--- src/design/sspm_pkg.sv ---
`timescale 1ns / 1ps

package sspm_pkg;

   localparam int unsigned PCT_W = 7;
   localparam int unsigned TMR_W = 14;

   localparam logic [PCT_W-1:0] PCT_MAX  = 7'd100;
   localparam logic [PCT_W-1:0] PCT_MIN  = 7'd0;
   localparam logic [PCT_W-1:0] SLAT_JOG = 7'd20;
   localparam logic [PCT_W-1:0] POS_JOG  = 7'd2;
   localparam logic [PCT_W-1:0] DRIFT    = 7'd10;

   localparam logic [TMR_W-1:0] TMR_MAX       = 14'd16383;
   localparam logic [TMR_W-1:0] STEP_LIM_SLOW = 14'd800;
   localparam logic [TMR_W-1:0] STEP_LIM_FAST = 14'd80;
   localparam logic [TMR_W-1:0] SLAT_LIM      = 14'd10;
   localparam logic [TMR_W-1:0] REF_LIM_SLOW  = 14'd10000;
   localparam logic [TMR_W-1:0] REF_LIM_FAST  = 14'd1000;

   localparam logic CSR_FAST_MODE = 1'b0;
   localparam logic CSR_HAS_SLAT  = 1'b1;

   typedef enum logic [2:0] {
      FUNC_TICK        = 3'd0,
      FUNC_CTRL_POS    = 3'd1,
      FUNC_CTRL_SLAT   = 3'd2,
      FUNC_MANUAL_POS  = 3'd3,
      FUNC_MANUAL_SLAT = 3'd4,
      FUNC_UP_DOWN     = 3'd5,
      FUNC_STEP_STOP   = 3'd6
   } func_type;

   typedef struct packed {
      func_type         func;
      logic [PCT_W-1:0] percent;
      logic             direction;
   } req_word_type;

   typedef struct packed {
      logic [PCT_W-1:0] position_now;
      logic [PCT_W-1:0] slat_now;
      logic             is_moving;
      logic             send_position;
      logic             send_slat;
   } rsp_word_type;

   typedef struct packed {
      logic fast_mode;
      logic has_slat;
   } cfg_type;

   typedef struct packed {
      logic [PCT_W-1:0] pos_current;
      logic [PCT_W-1:0] slat_current;
      logic [PCT_W-1:0] pos_target;
      logic [PCT_W-1:0] slat_target;
      logic             motion_active;
      logic [TMR_W-1:0] ms_since_step;
      logic [TMR_W-1:0] ms_since_refresh;
      logic [PCT_W-1:0] pos_reported;
      logic [PCT_W-1:0] slat_reported;
   } state_type;

endpackage

--- src/design/sspm_step.sv ---
`timescale 1ns / 1ps

module sspm_step
   import sspm_pkg::*;
(
   input  req_word_type word,
   input  state_type    state,
   input  cfg_type      cfg,
   output state_type    state_nxt,
   output rsp_word_type result
);

   typedef struct packed {
      state_type s;
      logic      tx_pos;
      logic      tx_slat;
   } work_type;

   function automatic work_type pub_pos(input work_type w);
      work_type r;
      r = w;
      r.s.pos_reported = r.s.pos_current;
      r.tx_pos = 1'b1;
      return r;
   endfunction

   function automatic work_type pub_slat(input work_type w, input logic has_slat);
      work_type r;
      r = w;
      if (has_slat) begin
         r.s.slat_reported = r.s.slat_current;
         r.tx_slat = 1'b1;
      end
      return r;
   endfunction

   function automatic work_type go_active(input work_type w);
      work_type r;
      r = w;
      if (!r.s.motion_active) begin
         r.s.ms_since_refresh = '0;
      end
      r.s.motion_active = 1'b1;
      r.s.ms_since_step = '0;
      return r;
   endfunction

   function automatic work_type go_idle(input work_type w, input logic has_slat);
      work_type r;
      r = w;
      r.s.motion_active = 1'b0;
      r.s.ms_since_step = '0;
      r.s.ms_since_refresh = '0;
      if (r.s.pos_reported != r.s.pos_current) begin
         r = pub_pos(r);
      end
      if (r.s.slat_reported != r.s.slat_current) begin
         r = pub_slat(r, has_slat);
      end
      return r;
   endfunction

   function automatic work_type evaluate(input work_type w, input logic has_slat);
      work_type r;
      if (w.s.pos_target != w.s.pos_current || w.s.slat_target != w.s.slat_current) begin
         r = go_active(w);
      end else begin
         r = go_idle(w, has_slat);
      end
      return r;
   endfunction

   logic [PCT_W-1:0] pct;
   logic [PCT_W-1:0] new_pos;
   logic [PCT_W-1:0] drift;
   logic [TMR_W-1:0] step_lim;
   logic [TMR_W-1:0] ref_lim;
   work_type         w;

   assign pct      = (word.percent > PCT_MAX) ? PCT_MAX : word.percent;
   assign step_lim = cfg.fast_mode ? STEP_LIM_FAST : STEP_LIM_SLOW;
   assign ref_lim  = cfg.fast_mode ? REF_LIM_FAST : REF_LIM_SLOW;

   always_comb begin
      w.s = state;
      w.tx_pos = 1'b0;
      w.tx_slat = 1'b0;
      new_pos = state.pos_target;
      drift = '0;
      case (word.func)
         FUNC_TICK: begin
            if (w.s.motion_active) begin
               if (w.s.ms_since_step != TMR_MAX) begin
                  w.s.ms_since_step = w.s.ms_since_step + 14'd1;
               end
               if (w.s.ms_since_refresh != TMR_MAX) begin
                  w.s.ms_since_refresh = w.s.ms_since_refresh + 14'd1;
               end
               if (w.s.pos_target != w.s.pos_current) begin
                  if (w.s.ms_since_step > step_lim) begin
                     if (w.s.pos_target > w.s.pos_current) begin
                        w.s.pos_current = w.s.pos_current + 7'd1;
                        w.s.slat_current = PCT_MAX;
                     end else begin
                        w.s.pos_current = w.s.pos_current - 7'd1;
                        w.s.slat_current = PCT_MIN;
                     end
                     if (w.s.pos_target != w.s.pos_current) begin
                        drift = (w.s.pos_reported > w.s.pos_current) ?
                                w.s.pos_reported - w.s.pos_current :
                                w.s.pos_current - w.s.pos_reported;
                        if (drift >= DRIFT) begin
                           w = pub_pos(w);
                        end
                        w = go_active(w);
                     end else begin
                        w = pub_pos(w);
                        w = pub_slat(w, cfg.has_slat);
                        if (w.s.slat_target != w.s.slat_current) begin
                           w = go_active(w);
                        end else begin
                           w = go_idle(w, cfg.has_slat);
                        end
                     end
                  end
               end else if (w.s.slat_target != w.s.slat_current) begin
                  if (w.s.ms_since_step > SLAT_LIM) begin
                     if (w.s.slat_target > w.s.slat_current) begin
                        w.s.slat_current = w.s.slat_current + 7'd1;
                     end else begin
                        w.s.slat_current = w.s.slat_current - 7'd1;
                     end
                     if (w.s.slat_target != w.s.slat_current) begin
                        w = go_active(w);
                     end else begin
                        w = go_idle(w, cfg.has_slat);
                        w = pub_slat(w, cfg.has_slat);
                     end
                  end
               end
               if (w.s.motion_active && w.s.ms_since_refresh > ref_lim) begin
                  if (w.s.pos_reported != w.s.pos_current) begin
                     w = pub_pos(w);
                  end
                  if (w.s.slat_reported != w.s.slat_current) begin
                     w = pub_slat(w, cfg.has_slat);
                  end
                  w.s.ms_since_refresh = '0;
               end
            end
         end
         FUNC_CTRL_POS: begin
            new_pos = pct;
         end
         FUNC_CTRL_SLAT, FUNC_MANUAL_SLAT: begin
            w.s.slat_target = pct;
         end
         FUNC_MANUAL_POS: begin
            new_pos = pct;
            if (pct < w.s.pos_target) begin
               w.s.slat_target = PCT_MIN;
            end else if (pct > w.s.pos_target) begin
               w.s.slat_target = PCT_MAX;
            end
         end
         FUNC_UP_DOWN: begin
            new_pos = word.direction ? PCT_MAX : PCT_MIN;
            w.s.slat_target = new_pos;
         end
         FUNC_STEP_STOP: begin
            if (w.s.pos_target != w.s.pos_current || w.s.slat_target != w.s.slat_current) begin
               new_pos = w.s.pos_current;
               w.s.slat_target = w.s.slat_current;
            end else if (word.direction) begin
               if (w.s.slat_target != PCT_MIN) begin
                  w.s.slat_target = (w.s.slat_target > SLAT_JOG) ?
                                    w.s.slat_target - SLAT_JOG : PCT_MIN;
               end else if (new_pos != PCT_MIN) begin
                  new_pos = (new_pos > POS_JOG) ? new_pos - POS_JOG : PCT_MIN;
               end
            end else begin
               if (w.s.slat_target != PCT_MAX) begin
                  w.s.slat_target = (w.s.slat_target + SLAT_JOG < PCT_MAX) ?
                                    w.s.slat_target + SLAT_JOG : PCT_MAX;
               end else if (new_pos != PCT_MAX) begin
                  new_pos = (new_pos + POS_JOG < PCT_MAX) ? new_pos + POS_JOG : PCT_MAX;
               end
            end
            w.s.pos_target = new_pos;
            w = evaluate(w, cfg.has_slat);
         end
         default: begin
         end
      endcase
      if ((word.func == FUNC_CTRL_POS || word.func == FUNC_CTRL_SLAT ||
           word.func == FUNC_MANUAL_POS || word.func == FUNC_MANUAL_SLAT ||
           word.func == FUNC_UP_DOWN) && new_pos != w.s.pos_target) begin
         w.s.pos_target = new_pos;
         w = evaluate(w, cfg.has_slat);
      end
   end

   assign state_nxt = w.s;
   assign result.position_now  = w.s.pos_current;
   assign result.slat_now      = w.s.slat_current;
   assign result.is_moving     = w.s.motion_active &&
                                 (w.s.pos_target != w.s.pos_current ||
                                  w.s.slat_target != w.s.slat_current);
   assign result.send_position = w.tx_pos;
   assign result.send_slat     = w.tx_slat;

endmodule

--- config.mk ---
export PLATFORM = sky130hd
export DESIGN_NAME = sspm_step
export DESIGN_NICKNAME = d
export VERILOG_FILES = /design/src/design/sspm_pkg.sv /design/src/design/sspm_step.sv
export SDC_FILE = /design/constraint.sdc
export NUM_CORES = 1
export LEC_CHECK = 0
export BUFFER_PORTS_ARGS = -buffer_cell sky130_fd_sc_hd__buf_2
export CORE_MARGIN = 5
export CORE_UTILIZATION = 60
export DETAILED_ROUTE_END_ITERATION = 10
export PLACE_DENSITY = 0.93
export SYNTH_ARGS = -nofsm -noshare
export SYNTH_HDL_FRONTEND = slang
export SYNTH_SLANG_ARGS = --single-unit
--- constraint.sdc ---
create_clock -name vclk -period 10.3
set_clock_uncertainty 0.15 [all_clocks]
set_input_delay 1.03 -clock vclk [all_inputs]
set_output_delay 1.03 -clock vclk [all_outputs]
set_load 0.005 [all_outputs]
==> impl_metrics.ini <==
[status]
outcome = finished, final reports clean

[critical_path]
critical_path.startpoint_type = input pin
critPathMostFrequentCell = sky130_fd_sc_hd__ha_1
timing.critical_path.required_ps = 9120
worstPathMaxFanout = 9
highest_delay_cell_along_the_critical_path = sky130_fd_sc_hd__o41ai_4
startpoint = state[69]
critPathKind = in -> out
critPathCaptureType = output port
crit_path_max_incr_delay_ps = 490
critical_path_arrival_ps = 8680

[timing]
worst_slew_pin_slew_ps = 1080
rsz0062_at_grt = false
fin_crit_sh_pct = 95.7
max_freq_mhz = 101
fin_crit_ps = 9860
timing.final.max_slew_violations = 0
timing.final.setup_violations = 0
final_count_of_hold_timing_violations = 0
slew_headroom_pct = 28.2

[layout]
num_antenna_cells = 0
ff_latch_area_sq_um = 0
design_area_sq_mm = 0.00971
final.fill_count = 1423
clkbuf_count = 0
drive_above_1_share_pct = 17.6
final_core_density_pct = 66.8
syn2layout_area_growth_pct = 9.63
seq_cell_count = 0
finalNetCount = 1613

[clock_network]
cts_setup_buffers = 0
cts_hold_repair.buffers = 0

[floorplan]
fp.dieArea_sq_mm = 0.0173
coreArea_sq_mm = 0.0145
rows = 44
start_util_pct = 60.9
num_io_pins = 172
die_w_um = 132
die_height_um = 132

[synthesis]
synthesis.area_per_instance_sq_um = 6.48
yosysUniqueCellTypes = 100
netlist.top_cell.by_area = sky130_fd_sc_hd__ha_1
postSynthCellCount = 1367
seq_area_frac_synth_pct = 0
synth.area.top_cells = sky130_fd_sc_hd__ha_1, sky130_fd_sc_hd__a21oi_1, sky130_fd_sc_hd__xnor2_1, sky130_fd_sc_hd__nor2_1, sky130_fd_sc_hd__o21ai_0
synthesis.area_sq_mm = 0.00886
synth_nets = 1520
synth-warning-count = 0
synth_largest_type_area_fraction_pct = 9.18

[place]
gp_congestion = 1.10
placement.cell_area_sq_mm = 0.00966
place_hpwl_um = 28400
port_buf_inserts = 172

[detailed_routing]
ant_nets = 0
initialDrtViolationCount = 2038
detail_route.vias_per_cell = 7.25
vias = 11900
routed_wl_um = 36300
1st_pass_router_iterations = 6
drc_violations = 0
route.detailed.wl_per_inst_um = 22.1

[power_and_ir_drop]
cellLeakagePower_uw = 0.00418
worst_ir_drop_vdd_mv = 0.0609
power_density_mw_per_mm2 = 72.7

[job]
cap_violations = 0

[grt]
grt_util_all_layers_pct = 38.1
grt_pass1_vias = 10700
grt_max_degree = 29
grt_overflow_total = 0
antenna_found_initial = 0
grt_pass1_wl_um = 56400

[hold_path]
type_of_the_worst_min_delay_path = in -> out
timing.hold.worst.start = state[40]
report_power, final:
part           total, uW  internal, uW  switching (uW)
combinational        706           282             424
clock                  0             0               0
sequential             0             0               0
what timing repair did:
action / 4_1_cts / 5_1_grt
pin swaps: 0 / 1
gates resized for setup: 2 / 11
endpoints found under the setup margin: 6 / 13
layout by cell type, fill, tap and decap left out, drive strengths merged, types with 24 or more instances in the layout:
| cell type | netlist | routed |
|---|---|---|
| o21ai | 94 | 94 |
| xnor2 | 56 | 56 |
| nand2 | 95 | 95 |
| ha | 65 | 65 |
| o211ai | 24 | 24 |
| buf | 33 | 194 |
| inv | 73 | 73 |
| nor2 | 120 | 120 |
| mux2i | 25 | 25 |
| a21oi | 108 | 108 |
| nor3 | 50 | 50 |
| and3 | 28 | 28 |
| nand3 | 64 | 64 |
| xor2 | 33 | 33 |
metrics by stage:
step / setup TNS [ps] / cells / power [uW] / hold WS [ps] / setup slack, ps
global route: 0 / 1642 / 755 / 2310 / 52.1
detailed placement: -1240 / 1642 / 674 / 2260 / -320
floorplan: 0 / 1367 / 487 / 2010 / 738
global placement: 0 / 1642 / 659 / 2260 / 62.1
CTS: 0 / 1642 / 678 / 2270 / 118
finish: 0 / 1642 / 706 / 2270 / 444
final timing paths:
kind	end	slack, ps	depth (start not counted)
setup / recovery	state_nxt[0]	440	29
hold / removal	state_nxt[40]	2270	4
layout make-up:
cell class	count	area, sq um	area share (%)
tap	184	230	2.37
inverter	77	289	2.98
multi-input combinational	1187	8170	84.1
timing repair buffer	194	1030	10.6
critical path, delay by kind of cell:
| kind | cells | cell delay (ps) |
|---|---|---|
| AND/OR/NAND/NOR | 10 | 2280 |
| adder cells (fa/ha/maj) | 3 | 1060 |
| multiplexers | 1 | 380 |
| XOR/XNOR | 1 | 320 |
| AO/OA/AOI/OAI | 10 | 2830 |
| buffers and inverters | 4 | 760 |
metal layers:
layer | share of wire, % | vias to the layer above | GRT usage [%]
met1 | 38 | 5421 | 52.8
met5 | 0 | - | 0
met4 | 5.3 | 0 | 14.7
met3 | 14 | 202 | 4.85
li1 | - | 5297 | -
met2 | 43 | 980 | 60.2
synth_stat cells (8+ instances only):
master and instances:
sky130_fd_sc_hd__and3_1 26, sky130_fd_sc_hd__clkbuf_1 69, sky130_fd_sc_hd__and2_1 19, sky130_fd_sc_hd__buf_4 14
sky130_fd_sc_hd__nand3_1 62, sky130_fd_sc_hd__nor3_1 50, sky130_fd_sc_hd__inv_1 73, sky130_fd_sc_hd__a31oi_1 18
sky130_fd_sc_hd__ha_1 65, sky130_fd_sc_hd__nand3b_1 8, sky130_fd_sc_hd__o21ai_0 89, sky130_fd_sc_hd__a211oi_1 15
sky130_fd_sc_hd__or3_1 20, sky130_fd_sc_hd__o31ai_1 13, sky130_fd_sc_hd__nor4_1 21, sky130_fd_sc_hd__o22ai_1 10
sky130_fd_sc_hd__a21oi_1 106, sky130_fd_sc_hd__a21o_1 17, sky130_fd_sc_hd__and4_1 14, sky130_fd_sc_hd__nand2_1 94
sky130_fd_sc_hd__nor2b_1 18, sky130_fd_sc_hd__or4_1 9, sky130_fd_sc_hd__nand4_1 21, sky130_fd_sc_hd__o211ai_1 24
sky130_fd_sc_hd__nand2b_1 20, sky130_fd_sc_hd__a22oi_1 21, sky130_fd_sc_hd__o32ai_1 8, sky130_fd_sc_hd__nor2_1 120
sky130_fd_sc_hd__buf_2 12, sky130_fd_sc_hd__o21a_1 15, sky130_fd_sc_hd__xor2_1 33, sky130_fd_sc_hd__xnor2_1 55
sky130_fd_sc_hd__mux2_2 12, sky130_fd_sc_hd__mux2i_1 25
kinds of logic (layout without fill, tap and decap cells):
family,count (synthesis),after routing,share of synthesized area (%)
and+or+nand+nor,537,537,32.1
buffers and inverters,180,271,8.41
xor gates and xnor gates,94,94,10.2
adders and majority gates,69,69,10.1
muxes,38,38,4.61
AOI/OAI and AO/OA,449,449,34.7
(Power assumes the default switching activity.)
